<file path="config.mk">
export PLATFORM = sky130hd
export DESIGN_NAME = pid_t1_controller_with_observer_unit
export DESIGN_NICKNAME = d
export VERILOG_FILES = /design/src/design/pidt1obs_pkg.sv /design/src/design/pidt1obs_seq.sv /design/src/design/pid_t1_controller_with_observer_unit.sv
export SDC_FILE = /design/constraint.sdc
export NUM_CORES = 2
export LEC_CHECK = 0
export BUFFER_PORTS_ARGS = -buffer_cell sky130_fd_sc_hd__buf_2
export CORE_AREA = 2 2 403 405
export DETAILED_ROUTE_END_ITERATION = 8
export DIE_AREA = 0 0 405 407
export MAX_ROUTING_LAYER = met4
export PLACE_DENSITY = 0.82
export SLEW_MARGIN = 20
export SYNTH_ARGS = -nofsm -noshare
export SYNTH_HDL_FRONTEND = slang
export SYNTH_SLANG_ARGS = --single-unit
</file>
<file path="constraint.sdc">
create_clock -name clk_i -period 11.7 [get_ports clk_i]
set_input_delay 2.34 -clock clk_i [delete_from_list [all_inputs] [get_ports clk_i]]
set_output_delay 2.34 -clock clk_i [all_outputs]
set_load 0.01 [all_outputs]
</file>
<file path="src/design/pidt1obs_pkg.sv">
`timescale 1ns / 1ps
`default_nettype none
// ----------------------------------------------------------------------------
// PID-T1 controller with observer: shared package
// Widths, reset values, register indexes and the microcode control word.
// ----------------------------------------------------------------------------
package pidt1obs_pkg;

  localparam int unsigned DW        = 32;
  localparam int unsigned FRAC_BITS = 16;
  localparam int unsigned A_W       = DW + 4;
  localparam int unsigned ACC_W     = A_W + DW;
  localparam int unsigned IDX_W     = 3;
  localparam int unsigned NUM_STEPS = 13;
  localparam int unsigned STEP_W    = $clog2(NUM_STEPS);

  localparam logic signed [DW-1:0] PERIOD_Q =
      DW'(((64'd3 << FRAC_BITS) + 64'd50) / 64'd100);

  localparam logic signed [DW-1:0] RST_SETPOINT       = 32'sd9175;
  localparam logic signed [DW-1:0] RST_COEF_ERR_NOW   = 32'sd2209571;
  localparam logic signed [DW-1:0] RST_COEF_ERR_PREV  = -32'sd4362638;
  localparam logic signed [DW-1:0] RST_COEF_ERR_PREV2 = 32'sd2153325;
  localparam logic signed [DW-1:0] RST_COEF_OUT_PREV  = 32'sd112347;
  localparam logic signed [DW-1:0] RST_COEF_OUT_PREV2 = -32'sd46811;
  localparam logic [DW-2:0]        RST_DRIVE_LIMIT    = 31'd117965;
  localparam logic [DW-2:0]        RST_ESTIMATE_LIMIT = 31'd20119;

  localparam logic [IDX_W-1:0] REG_SETPOINT       = 3'd0;
  localparam logic [IDX_W-1:0] REG_COEF_ERR_NOW   = 3'd1;
  localparam logic [IDX_W-1:0] REG_COEF_ERR_PREV  = 3'd2;
  localparam logic [IDX_W-1:0] REG_COEF_ERR_PREV2 = 3'd3;
  localparam logic [IDX_W-1:0] REG_COEF_OUT_PREV  = 3'd4;
  localparam logic [IDX_W-1:0] REG_COEF_OUT_PREV2 = 3'd5;
  localparam logic [IDX_W-1:0] REG_DRIVE_LIMIT    = 3'd6;
  localparam logic [IDX_W-1:0] REG_ESTIMATE_LIMIT = 3'd7;

  typedef enum logic [2:0] {
    OPA_OBS_VEL = 3'd0,
    OPA_OBS_POS = 3'd1,
    OPA_ERR     = 3'd2,
    OPA_ERR1    = 3'd3,
    OPA_ERR2    = 3'd4,
    OPA_RAW1    = 3'd5,
    OPA_RAW2    = 3'd6
  } opa_e;

  typedef enum logic [2:0] {
    OPB_PERIOD = 3'd0,
    OPB_C0     = 3'd1,
    OPB_C1     = 3'd2,
    OPB_C2     = 3'd3,
    OPB_D1     = 3'd4,
    OPB_D2     = 3'd5
  } opb_e;

  typedef enum logic [1:0] {
    ACC_HOLD = 2'd0,
    ACC_LOAD = 2'd1,
    ACC_ADD  = 2'd2
  } acc_e;

  typedef enum logic [2:0] {
    WB_NONE  = 3'd0,
    WB_LATCH = 3'd1,
    WB_VEL   = 3'd2,
    WB_POS   = 3'd3,
    WB_RAW   = 3'd4
  } wb_e;

  typedef enum logic [1:0] {
    JMP_NEXT     = 2'd0,
    JMP_WAIT_IN  = 2'd1,
    JMP_WAIT_OUT = 2'd2,
    JMP_HOME     = 2'd3
  } jmp_e;

  typedef struct packed {
    opa_e opa;
    opb_e opb;
    acc_e acc;
    wb_e  wb;
    jmp_e jmp;
  } ctrl_t;

  typedef struct packed {
    logic in_valid;
    logic out_free;
  } seq_status_t;

endpackage
`default_nettype wire

</file>
<file path="src/design/pidt1obs_seq.sv">
`timescale 1ns / 1ps
`default_nettype none
// ----------------------------------------------------------------------------
// PID-T1 controller with observer: microcode sequencer
// Step counter over a read-only program; each step issues one control word.
// ----------------------------------------------------------------------------
module pidt1obs_seq (
  input  wire logic                 clk_i,
  input  wire logic                 rst_ni,
  input  wire pidt1obs_pkg::seq_status_t status_i,
  output pidt1obs_pkg::ctrl_t       ctrl_o
);

  logic [pidt1obs_pkg::STEP_W-1:0] step_q, step_d;
  pidt1obs_pkg::ctrl_t word;

  function automatic pidt1obs_pkg::ctrl_t ucode(input logic [pidt1obs_pkg::STEP_W-1:0] s);
    pidt1obs_pkg::ctrl_t w;
    w.opa = pidt1obs_pkg::OPA_ERR;
    w.opb = pidt1obs_pkg::OPB_C0;
    w.acc = pidt1obs_pkg::ACC_HOLD;
    w.wb  = pidt1obs_pkg::WB_NONE;
    w.jmp = pidt1obs_pkg::JMP_NEXT;
    unique case (s)
      4'd0: begin
        w.wb  = pidt1obs_pkg::WB_LATCH;
        w.jmp = pidt1obs_pkg::JMP_WAIT_IN;
      end
      4'd1: begin
        w.opa = pidt1obs_pkg::OPA_OBS_VEL;
        w.opb = pidt1obs_pkg::OPB_PERIOD;
      end
      4'd2: w.acc = pidt1obs_pkg::ACC_LOAD;
      4'd3: w.wb = pidt1obs_pkg::WB_VEL;
      4'd4: begin
        w.opa = pidt1obs_pkg::OPA_OBS_POS;
        w.opb = pidt1obs_pkg::OPB_PERIOD;
      end
      4'd5: w.acc = pidt1obs_pkg::ACC_LOAD;
      4'd6: begin
        w.wb  = pidt1obs_pkg::WB_POS;
        w.opa = pidt1obs_pkg::OPA_ERR;
        w.opb = pidt1obs_pkg::OPB_C0;
      end
      4'd7: begin
        w.acc = pidt1obs_pkg::ACC_LOAD;
        w.opa = pidt1obs_pkg::OPA_ERR1;
        w.opb = pidt1obs_pkg::OPB_C1;
      end
      4'd8: begin
        w.acc = pidt1obs_pkg::ACC_ADD;
        w.opa = pidt1obs_pkg::OPA_ERR2;
        w.opb = pidt1obs_pkg::OPB_C2;
      end
      4'd9: begin
        w.acc = pidt1obs_pkg::ACC_ADD;
        w.opa = pidt1obs_pkg::OPA_RAW1;
        w.opb = pidt1obs_pkg::OPB_D1;
      end
      4'd10: begin
        w.acc = pidt1obs_pkg::ACC_ADD;
        w.opa = pidt1obs_pkg::OPA_RAW2;
        w.opb = pidt1obs_pkg::OPB_D2;
      end
      4'd11: w.acc = pidt1obs_pkg::ACC_ADD;
      4'd12: begin
        w.wb  = pidt1obs_pkg::WB_RAW;
        w.jmp = pidt1obs_pkg::JMP_WAIT_OUT;
      end
      default: w.jmp = pidt1obs_pkg::JMP_HOME;
    endcase
    return w;
  endfunction

  assign word   = ucode(step_q);
  assign ctrl_o = word;

  always_comb begin
    step_d = step_q + 1'b1;
    unique case (word.jmp)
      pidt1obs_pkg::JMP_NEXT: step_d = step_q + 1'b1;
      pidt1obs_pkg::JMP_WAIT_IN: begin
        if (!status_i.in_valid) step_d = step_q;
      end
      pidt1obs_pkg::JMP_WAIT_OUT: begin
        step_d = status_i.out_free ? '0 : step_q;
      end
      pidt1obs_pkg::JMP_HOME: step_d = '0;
      default: step_d = '0;
    endcase
  end

  always_ff @(posedge clk_i or negedge rst_ni) begin
    if (!rst_ni) begin
      step_q <= '0;
    end else begin
      step_q <= step_d;
    end
  end

endmodule
`default_nettype wire

</file>
<file path="src/design/pid_t1_controller_with_observer_unit.sv">
`timescale 1ns / 1ps
`default_nettype none
// ----------------------------------------------------------------------------
// PID-T1 controller with observer: top level
// The microcode program runs all seven products through one shared registered
// multiplier; a new sample is taken only after the previous result has been
// written to the output registers.
// Reset: control and filter state clear, registers load their defaults.
// ----------------------------------------------------------------------------
module pid_t1_controller_with_observer_unit (
  input  wire logic                                 clk_i,
  input  wire logic                                 rst_ni,
  input  wire logic                                 in_valid_i,
  output logic                                      in_stall_o,
  input  wire logic signed [pidt1obs_pkg::DW-1:0]   measured_position_i,
  output logic                                      out_valid_o,
  input  wire logic                                 out_stall_i,
  output logic signed [pidt1obs_pkg::DW-1:0]        drive_o,
  output logic                                      drive_clamped_o,
  output logic [pidt1obs_pkg::DW-2:0]               estimated_position_o,
  output logic signed [pidt1obs_pkg::DW-1:0]        estimated_velocity_o,
  input  wire logic                                 cfg_valid_i,
  output logic                                      cfg_ready_o,
  input  wire logic [pidt1obs_pkg::IDX_W-1:0]       cfg_index_i,
  input  wire logic [pidt1obs_pkg::DW-1:0]          cfg_data_i
);

  localparam int unsigned DW    = pidt1obs_pkg::DW;
  localparam int unsigned A_W   = pidt1obs_pkg::A_W;
  localparam int unsigned ACC_W = pidt1obs_pkg::ACC_W;
  localparam int unsigned FB    = pidt1obs_pkg::FRAC_BITS;

  localparam logic signed [DW-1:0]    DW_MAX   = {1'b0, {(DW-1){1'b1}}};
  localparam logic signed [DW-1:0]    DW_MIN   = {1'b1, {(DW-1){1'b0}}};
  localparam logic signed [ACC_W-1:0] ACC_HALF = ACC_W'(1) << (FB - 1);
  localparam logic signed [ACC_W-1:0] ACC_MAX  = {{(ACC_W-DW+1){1'b0}}, {(DW-1){1'b1}}};
  localparam logic signed [ACC_W-1:0] ACC_MIN  = {{(ACC_W-DW+1){1'b1}}, {(DW-1){1'b0}}};

  function automatic logic signed [DW-1:0] sat_wide(input logic signed [DW:0] v);
    logic signed [DW-1:0] r;
    if (v[DW] != v[DW-1]) r = v[DW] ? DW_MIN : DW_MAX;
    else r = v[DW-1:0];
    return r;
  endfunction

  function automatic logic signed [DW-1:0] finish(input logic signed [ACC_W-1:0] a);
    logic signed [ACC_W-1:0] s;
    logic signed [DW-1:0]    r;
    s = (a + ACC_HALF) >>> FB;
    if (s > ACC_MAX) r = DW_MAX;
    else if (s < ACC_MIN) r = DW_MIN;
    else r = s[DW-1:0];
    return r;
  endfunction

  pidt1obs_pkg::ctrl_t       ctrl;
  pidt1obs_pkg::seq_status_t status;

  logic in_accept, out_free, emit;

  logic signed [DW-1:0] setpoint_q, c0_q, c1_q, c2_q, d1_q, d2_q;
  logic [DW-2:0]        dlimit_q, elimit_q;

  logic signed [DW-1:0] err1_q, err2_q, raw1_q, raw2_q, clamp_q, vel_q;
  logic [DW-2:0]        pos_q;

  logic signed [DW-1:0] err_q;
  logic signed [DW:0]   innov_q;
  logic signed [ACC_W-1:0] prod_q, acc_q;

  logic out_valid_q, hit_q;
  logic signed [DW-1:0] drive_q, evel_q;
  logic [DW-2:0]        epos_q;

  logic signed [A_W-1:0]   innov_x, innov3, op_a;
  logic signed [DW-1:0]    op_b, fin, raw, drv, dl;
  logic signed [DW:0]      err_wide, innov_d, vel_sum, pos_sum;
  logic signed [DW-1:0]    pos_sat;
  logic [DW-2:0]           pos_new;
  logic                    hit;

  assign out_free  = !out_valid_q || !out_stall_i;
  assign in_stall_o = (ctrl.jmp != pidt1obs_pkg::JMP_WAIT_IN);
  assign in_accept = in_valid_i && !in_stall_o;
  assign emit      = (ctrl.wb == pidt1obs_pkg::WB_RAW) && out_free;

  assign status.in_valid = in_valid_i;
  assign status.out_free = out_free;

  pidt1obs_seq u_seq (
    .clk_i    (clk_i),
    .rst_ni   (rst_ni),
    .status_i (status),
    .ctrl_o   (ctrl)
  );

  assign cfg_ready_o = 1'b1;

  always_ff @(posedge clk_i or negedge rst_ni) begin
    if (!rst_ni) begin
      setpoint_q <= pidt1obs_pkg::RST_SETPOINT;
      c0_q       <= pidt1obs_pkg::RST_COEF_ERR_NOW;
      c1_q       <= pidt1obs_pkg::RST_COEF_ERR_PREV;
      c2_q       <= pidt1obs_pkg::RST_COEF_ERR_PREV2;
      d1_q       <= pidt1obs_pkg::RST_COEF_OUT_PREV;
      d2_q       <= pidt1obs_pkg::RST_COEF_OUT_PREV2;
      dlimit_q   <= pidt1obs_pkg::RST_DRIVE_LIMIT;
      elimit_q   <= pidt1obs_pkg::RST_ESTIMATE_LIMIT;
    end else if (cfg_valid_i && cfg_ready_o) begin
      unique case (cfg_index_i)
        pidt1obs_pkg::REG_SETPOINT:       setpoint_q <= cfg_data_i;
        pidt1obs_pkg::REG_COEF_ERR_NOW:   c0_q       <= cfg_data_i;
        pidt1obs_pkg::REG_COEF_ERR_PREV:  c1_q       <= cfg_data_i;
        pidt1obs_pkg::REG_COEF_ERR_PREV2: c2_q       <= cfg_data_i;
        pidt1obs_pkg::REG_COEF_OUT_PREV:  d1_q       <= cfg_data_i;
        pidt1obs_pkg::REG_COEF_OUT_PREV2: d2_q       <= cfg_data_i;
        pidt1obs_pkg::REG_DRIVE_LIMIT:    dlimit_q   <= cfg_data_i[DW-2:0];
        pidt1obs_pkg::REG_ESTIMATE_LIMIT: elimit_q   <= cfg_data_i[DW-2:0];
      endcase
    end
  end

  // Observer operands carry the innovation three times over.
  assign innov_x = {{(A_W-DW-1){innov_q[DW]}}, innov_q};
  assign innov3  = (innov_x <<< 1) + innov_x;

  always_comb begin
    unique case (ctrl.opa)
      pidt1obs_pkg::OPA_OBS_VEL: op_a = {{(A_W-DW){clamp_q[DW-1]}}, clamp_q} + innov3;
      pidt1obs_pkg::OPA_OBS_POS: op_a = {{(A_W-DW){vel_q[DW-1]}}, vel_q} + innov3;
      pidt1obs_pkg::OPA_ERR:     op_a = {{(A_W-DW){err_q[DW-1]}}, err_q};
      pidt1obs_pkg::OPA_ERR1:    op_a = {{(A_W-DW){err1_q[DW-1]}}, err1_q};
      pidt1obs_pkg::OPA_ERR2:    op_a = {{(A_W-DW){err2_q[DW-1]}}, err2_q};
      pidt1obs_pkg::OPA_RAW1:    op_a = {{(A_W-DW){raw1_q[DW-1]}}, raw1_q};
      pidt1obs_pkg::OPA_RAW2:    op_a = {{(A_W-DW){raw2_q[DW-1]}}, raw2_q};
      default:                   op_a = '0;
    endcase
    unique case (ctrl.opb)
      pidt1obs_pkg::OPB_PERIOD: op_b = pidt1obs_pkg::PERIOD_Q;
      pidt1obs_pkg::OPB_C0:     op_b = c0_q;
      pidt1obs_pkg::OPB_C1:     op_b = c1_q;
      pidt1obs_pkg::OPB_C2:     op_b = c2_q;
      pidt1obs_pkg::OPB_D1:     op_b = d1_q;
      pidt1obs_pkg::OPB_D2:     op_b = d2_q;
      default:                  op_b = '0;
    endcase
  end

  always_comb begin
    err_wide = {setpoint_q[DW-1], setpoint_q} - {measured_position_i[DW-1], measured_position_i};
    innov_d  = {measured_position_i[DW-1], measured_position_i} - {2'b00, pos_q};
    fin      = finish(acc_q);
    vel_sum  = {vel_q[DW-1], vel_q} + {fin[DW-1], fin};
    pos_sum  = {2'b00, pos_q} + {fin[DW-1], fin};
    pos_sat  = sat_wide(pos_sum);
    if (pos_sat > $signed({1'b0, elimit_q})) pos_new = elimit_q;
    else if (pos_sat < 0) pos_new = '0;
    else pos_new = pos_sat[DW-2:0];
    raw = fin;
    dl  = $signed({1'b0, dlimit_q});
    hit = 1'b0;
    drv = raw;
    if (raw > dl) begin
      drv = dl;
      hit = 1'b1;
    end else if (raw < -dl) begin
      drv = -dl;
      hit = 1'b1;
    end
  end

  always_ff @(posedge clk_i) begin
    prod_q <= op_a * op_b;
    unique case (ctrl.acc)
      pidt1obs_pkg::ACC_HOLD: acc_q <= acc_q;
      pidt1obs_pkg::ACC_LOAD: acc_q <= prod_q;
      pidt1obs_pkg::ACC_ADD:  acc_q <= acc_q + prod_q;
      default:                acc_q <= acc_q;
    endcase
    if (in_accept) begin
      err_q   <= sat_wide(err_wide);
      innov_q <= innov_d;
    end
    if (emit) begin
      drive_q <= drv;
      hit_q   <= hit;
      epos_q  <= pos_q;
      evel_q  <= vel_q;
    end
  end

  always_ff @(posedge clk_i or negedge rst_ni) begin
    if (!rst_ni) begin
      err1_q      <= '0;
      err2_q      <= '0;
      raw1_q      <= '0;
      raw2_q      <= '0;
      clamp_q     <= '0;
      vel_q       <= '0;
      pos_q       <= '0;
      out_valid_q <= 1'b0;
    end else begin
      if (ctrl.wb == pidt1obs_pkg::WB_VEL) vel_q <= sat_wide(vel_sum);
      if (ctrl.wb == pidt1obs_pkg::WB_POS) pos_q <= pos_new;
      if (emit) begin
        err2_q  <= err1_q;
        err1_q  <= err_q;
        raw2_q  <= raw1_q;
        raw1_q  <= raw;
        clamp_q <= drv;
      end
      if (emit) out_valid_q <= 1'b1;
      else if (!out_stall_i) out_valid_q <= 1'b0;
    end
  end

  assign out_valid_o          = out_valid_q;
  assign drive_o              = drive_q;
  assign drive_clamped_o      = hit_q;
  assign estimated_position_o = epos_q;
  assign estimated_velocity_o = evel_q;

endmodule
`default_nettype wire

</file>
After elaboration in Yosys (flattened, before gate mapping)
Cells that the tools add are included.
{ "word_totals": {"word_cells": 137, "output_inout_bits": 99, "in_bits": 72, "regBits": 779} }
{ "op_classes": {"n_addsub": 11, "magnitude_cmp": 6, "reduce_logical": 24, "n_mux": 25, "mul": 1, "eq_ne": 45} }
{ "ops": {"columns": ["op", "count"], "rows": [
  ["32-bit two-way mux", 10],
  ["36-bit case mux with 7 select lines", 1],
  ["32-bit case mux with 6 select lines", 1],
  ["68-bit case mux with 2 select lines", 1],
  ["32-bit by 35-bit adder with 36-bit output", 2],
  ["68-bit by 17-bit adder with 68-bit output (second input constant)", 1],
  ["68-bit adder", 1],
  ["36-bit by 32-bit multiplier with 68-bit output", 1],
  ["32-bit by 32-bit adder with 33-bit output", 2],
  ["32-bit by 32-bit subtractor with 33-bit output", 2],
  ["32-bit greater-than comparator", 2],
  ["31-bit two-way mux", 2],
  ["52-bit by 32-bit greater-than comparator with 1-bit output (second input constant)", 1],
  ["52-bit by 32-bit < comparator with 1-bit output (second input constant)", 1],
  ["6-bit case mux with 6 select lines", 1],
  ["34-bit by 33-bit adder with 35-bit output", 1],
  ["32-bit by 1-bit < comparator with 1-bit output (second input constant)", 1],
  ["32-bit < comparator", 1],
  ["31-bit negator with 32-bit output", 1],
  ["3-bit == test (second input constant)", 10],
  ["3-bit by 2-bit == test with 1-bit output (second input constant)", 8],
  ["4-bit == test (second input constant)", 5],
  ["2-bit AND reduction", 9],
  ["4-bit by 3-bit == test with 1-bit output (second input constant)", 4],
  ["other kinds (25)", 43]
]} }

Depth between registers and ports, before layout
{ "logic_depth": {"word_depth": 10, "ltp_mapped": 54, "mapped_depth_nobuf": 52} }

By module
A second synthesis with hierarchy kept.
{ "hier_totals": {"cells_unflattened": 9488, "area_unflattened_um2": 88850.2} }
{ "modules_own_cells": {"columns": ["mod", "seq_area_each_um2", "n_inst", "area_per_inst_um2", "cells_each"], "rows": [
  ["pid_t1_controller_with_observer_unit", 20334.5, 1, 88361.0, 9426],
  ["pidt1obs_seq", 100.1, 1, 489.2, 62]
]} }

Worst setup path before layout
No wires, ideal clock.
{ "synth_path": {"path_type": "register to register", "from": "register u_seq.step_q[0] in the netlist's numbering", "to": "register prod_q[53]", "arrival_time_ps": 12637, "period_less_slack_ps": 12710, "path_stages_with_launch": 47, "setup_time_ps": 72, "path_buffers": 4, "required_time_ps": 11628, "slack_ps": -1010, "path_cell_list": "dfrtp_1 ha_1 clkbuf_1 nor4b_1 clkbuf_1 mux2_2 ha_1 fa_1 a21o_1 a21oi_1 o21bai_1 a21o_1 a211oi_1 o211ai_1 a31oi_1 o31ai_1 a21oi_1 xnor2_1 (+11 left out) fa_1 inv_1 fa_1 fa_1 ha_1 clkbuf_1 a21o_1 a21o_1 a2111oi_0 o32ai_1 a211oi_1 o21ai_0 nand3_1 nand2_1 a221o_1 a31o_2 a211oi_1 xnor2_1"} }
{ "synth_via": {"elab_chain_cells": 5, "word_cells_on_any_way": 23, "cone_classes": "mul (1); eq/ne (17); mux (3); reduce/logical (2)"} }
{ "synth_lines": {"columns": ["item", "line", "text"], "rows": [
  ["from (decl)", "pidt1obs_seq.sv:14", "logic [pidt1obs_pkg::STEP_W-1:0] step_q, step_d;"],
  ["from (signal assigned)", "pidt1obs_seq.sv:97", "step_q <= step_d;"],
  ["4-bit == test, or another cell as far along", "pidt1obs_seq.sv:24", "unique case (s)"],
  ["6-bit case mux with 6 select lines (*)", "pidt1obs_seq.sv:24", null],
  ["3-bit == test, or another cell as far along", "pid_t1_controller_with_observer_unit.sv:128", "unique case (ctrl.opa)"],
  ["36-bit case mux with 7 select lines or 32-bit case mux with 6 select lines (tied branches)", "pid_t1_controller_with_observer_unit.sv:128, pid_t1_controller_with_observer_unit.sv:138", null],
  ["36-bit by 32-bit multiplier with 68-bit output (*)", "pid_t1_controller_with_observer_unit.sv:173", "prod_q <= op_a * op_b;"],
  ["to (signal assigned)", "pid_t1_controller_with_observer_unit.sv:173", null],
  ["to (decl)", "pid_t1_controller_with_observer_unit.sv:69", "logic signed [ACC_W-1:0] prod_q, acc_q;"]
]} }
Every way passes the cells marked *; elsewhere a longest branch is shown, timed or not.
A chain may end at the register's enable or synchronous reset.

Final worst setup path
{ "layout_path": {"from": "register innov_q[1]", "to": "register prod_q[53]"} }
{ "layout_via": {"elab_chain_cells": 4, "word_cells_on_any_way": 5, "cone_classes": "add/sub (3); mul (1); mux (1)"} }
{ "layout_lines": {"columns": ["item", "line", "text"], "rows": [
  ["from (decl)", "pid_t1_controller_with_observer_unit.sv:68", "logic signed [DW:0] innov_q;"],
  ["from (signal assigned)", "pid_t1_controller_with_observer_unit.sv:182", "innov_q <= innov_d;"],
  ["34-bit by 33-bit adder with 35-bit output (*)", "pid_t1_controller_with_observer_unit.sv:125", "assign innov3 = (innov_x <<< 1) + innov_x;"],
  ["32-bit by 35-bit adder with 36-bit output, on equally long branches", "pid_t1_controller_with_observer_unit.sv:130, pid_t1_controller_with_observer_unit.sv:129", null],
  ["36-bit case mux with 7 select lines (*)", "pid_t1_controller_with_observer_unit.sv:128", null],
  ["36-bit by 32-bit multiplier with 68-bit output (*)", "pid_t1_controller_with_observer_unit.sv:173", null]
]} }
Marked as above.

==> summary.md <==
| Metric | Value |
|---|---|
| Status | `finished, violations left` |
| Failing checks | `DRC, setup timing` |
| Syn avg cell area | `9.67 um2` |
| Synth Flop Type | `dfrtp_1` |
| Vias | `72.5k` |
| First-pass GRT wire length | `453 mm` |
| Dpl hpwl | `245 mm` |
| Detailed Route Iter0 Violations | `7375` |
| Synth area leaders | `fa_1 27%, dfrtp_1 11%, ha_1 8.0%` |
| # DRC | `8` |
| Clk sink count | `779` |
| Worst Max-Slew Pin Slew | `1.25 ns` |
| Gpl congestion | `1.03` |
| Post-route ant nets | `0` |
| GRT Util Overall | `38.2%` |
| Critical setup path kind | `flip-flop to flip-flop` |
| TritonCTS clock tree | `done` |
| Highest cell delay on the worst timing path | `0.56 ns` |
| Worst Hold Class | `flip-flop to flip-flop` |
| DIE WIDTH | `405 um` |
| IO Pins | `171` |
| Synth cell types | `93` |
| Starting density of the core | `54.7%` |
| Worst endpoint required time | `12.36 ns` |
| Vias per cell | `6.04` |
| Slew margin rel. | `16.3%` |
| DRT Pass-1 Iters | `9` |
| Highest net fanout along the worst path | `4` |
| WL/cell | `25.4 um` |
| DIE HEIGHT | `407 um` |
| Vias in the first global route | `74.5k` |
| Cell count after synthesis | `9056` |
| CP Capture Type | `flip-flop` |
| Initial antenna violation count | `33` |
| Site Rows | `147` |
| Syn. warnings | `0` |
| Fin. max-slew vios | `0` |
| Largest net degree at the start of global routing | `168` |
| Most frequent cell after synthesis | `inv_1` |
| Area of the multi-input gates | `62000 um2` |
| Cell Area, Synth | `87600 um2` |
| Final worst setup slack | `-0.339 ns` |
| Top Registers | `acc_q (68), prod_q (68), innov_q (33)` |
| Clock period minus worst slack | `12.04 ns` |
| Die area | `165000 um2` |
| Cell mode on critical path | `fa_1` |
| Slowest CP cell | `fa_1` |
| RSZ-0062 raised after global routing | `yes` |
| Final hold violation count | `0` |
| H-tree Lvls | `3` |
| Area grow syn2layout | `15.5%` |
| Share of cells above drive strength 1 | `21.2%` |
| Clock latency on the worst-skew pair | `0.74 ns` |
| MaxCap Viol Count | `0` |
| Synth cell count leaders | `1455 x inv_1, 1201 x fa_1, 983 x nand2_1` |
| Synth Register Bits | `779` |
| Clk pin slew, worst setup/hold paths | `0.07 ns` |
| Seq/Total Area, Yosys | `23.3%` |
| Final setup fails | `21` |
| Clock root buffer | `clkbuf_16` |
| Hold Slack | `0.508 ns` |
| Routed WL | `305 mm` |
| Nets | `11.6k` |
| Hold Buf Count CTS | `0` |
| Startpoint types | `flip-flop` |
| Final period util | `103%` |
| Fillers | `12.8k` |
| Num CTS Buffers | `81` |
| R2r setup slk | `-0.34 ns` |
| Gr ovfl total | `0` |
| F_max | `0.0831 GHz` |
| Core area | `160000 um2` |
| Top cell type's share of synthesized area | `27.4%` |
| PortBufs | `169` |
| Clk buf depth | `3` |
| Pre-CTS WS | `-0.893 ns` |
| Sequential cell area | `20400 um2` |
| Cell taking the most area after synthesis | `fa_1` |
| Critical path arrival | `12.70 ns` |
| Clock Skew | `0.0497 ns` |
| Async SR Flop Fraction | `61.9%` |
| EDFF count, synth | `229` |
| Mapped Nets | `10.9k` |
path summary, 6_finish.rpt:
kind	start	end	cells past startpoint
min in group asynchronous	rst_ni	elimit_q[13]	1
max in group asynchronous	rst_ni	c0_q[2]	3
setup / recovery	innov_q[1]	prod_q[53]	52
setup reg to reg	innov_q[1]	prod_q[53]	52
hold / removal	c2_q[29]	c2_q[29]	1
hold reg to reg	c2_q[29]	c2_q[29]	1
repair_timing:
| item | CTS | global route |
|---|---|---|
| pin swaps | 105 | 161 |
| gates cloned | 0 | 1 |
| endpoints found under the hold margin | 0 | 0 |
| resized for setup | 145 | 189 |
| setup buffers | 41 | 48 |
| setup endpoints to repair | 32 | 73 |
cells in the final DEF (no fill, tap or decap), types with 35 or more instances in the layout:
cell type	instances
inv_2	35
nand2_1	976
dfrtp_1	374
nand2b_1	53
and3_1	55
inv_1	1420
and2_1	37
o21a_1	65
dfstp_2	108
fa_1	1178
dfxtp_1	68
a222oi_1	46
xor2_1	100
o21ai_1	38
ha_1	542
diode_2	35
a221o_1	74
xnor2_1	245
a21oi_1	347
mux2_2	499
nor4_1	44
nor2_1	706
mux2i_1	37
nand3_1	99
edfxtp_1	229
nor3_1	61
clkbuf_16	82
o21bai_1	45
o21ai_0	249
nor2b_1	47
nand4_1	50
buf_12	41
a21o_1	182
buf_2	169
a21oi_2	36
buf_4	764
routing by layer:
metal | share of wire (%) | global-route usage [%] | vias to the layer above
li1 | - | - | 31200
met1 | 38 | 46.7 | 36700
met2 | 45 | 57.5 | 3704
met3 | 11 | 10.4 | 935
met4 | 6.6 | 21.4 | 0
met5 | 0 | - | -
cells by family after synthesis:
| family | after synthesis | synth area share (%) |
|---|---|---|
| AO/OA/AOI/OAI | 1467 | 11.3 |
| XOR/XNOR | 368 | 3.68 |
| adder cells (fa/ha/maj) | 1779 | 35.7 |
| buffers and inverters | 1846 | 7.93 |
| flip-flops | 779 | 23.3 |
| multiplexers | 538 | 6.86 |
| other | 1 | 0.00428 |
| AND/OR/NAND/NOR | 2278 | 11.3 |
through the flow:
step                cells  TNS, ns  area [um2]  utilization, %
floorplan            9056  -0.0512       87800               -
detailed placement  11800   -16.97       96300            60.1
global placement    11800   -13.07       96300            60.1
CTS                 11900  -0.0755      100000            62.4
global route        12000   -12.22      101000            63.1
finish              12000    -2.56      101000            63.2
area by class of cell:
type | count | area share, %
clock inverter | 47 | 0.564
antenna | 35 | 0.0866
clock buffer | 104 | 2.17
tap | 2160 | 2.67
sequential | 779 | 20.2
multi-input combinational | 6431 | 61.2
timing repair buffer | 1005 | 7.68
inverter | 1457 | 5.40
critical path: cells and delay by family (launching register included):
kind | cells | cell delay (ns)
adder cells (fa/ha/maj) | 11 | 4.89
AO/OA/AOI/OAI | 20 | 4.23
buffers and inverters | 12 | 1.41
AND/OR/NAND/NOR | 6 | 0.56
flip-flops | 1 | 0.46
XOR/XNOR | 3 | 0.40
Power is not shown: default switching activity piles up to over one toggle a cycle in this logic, so the estimate is an artifact.
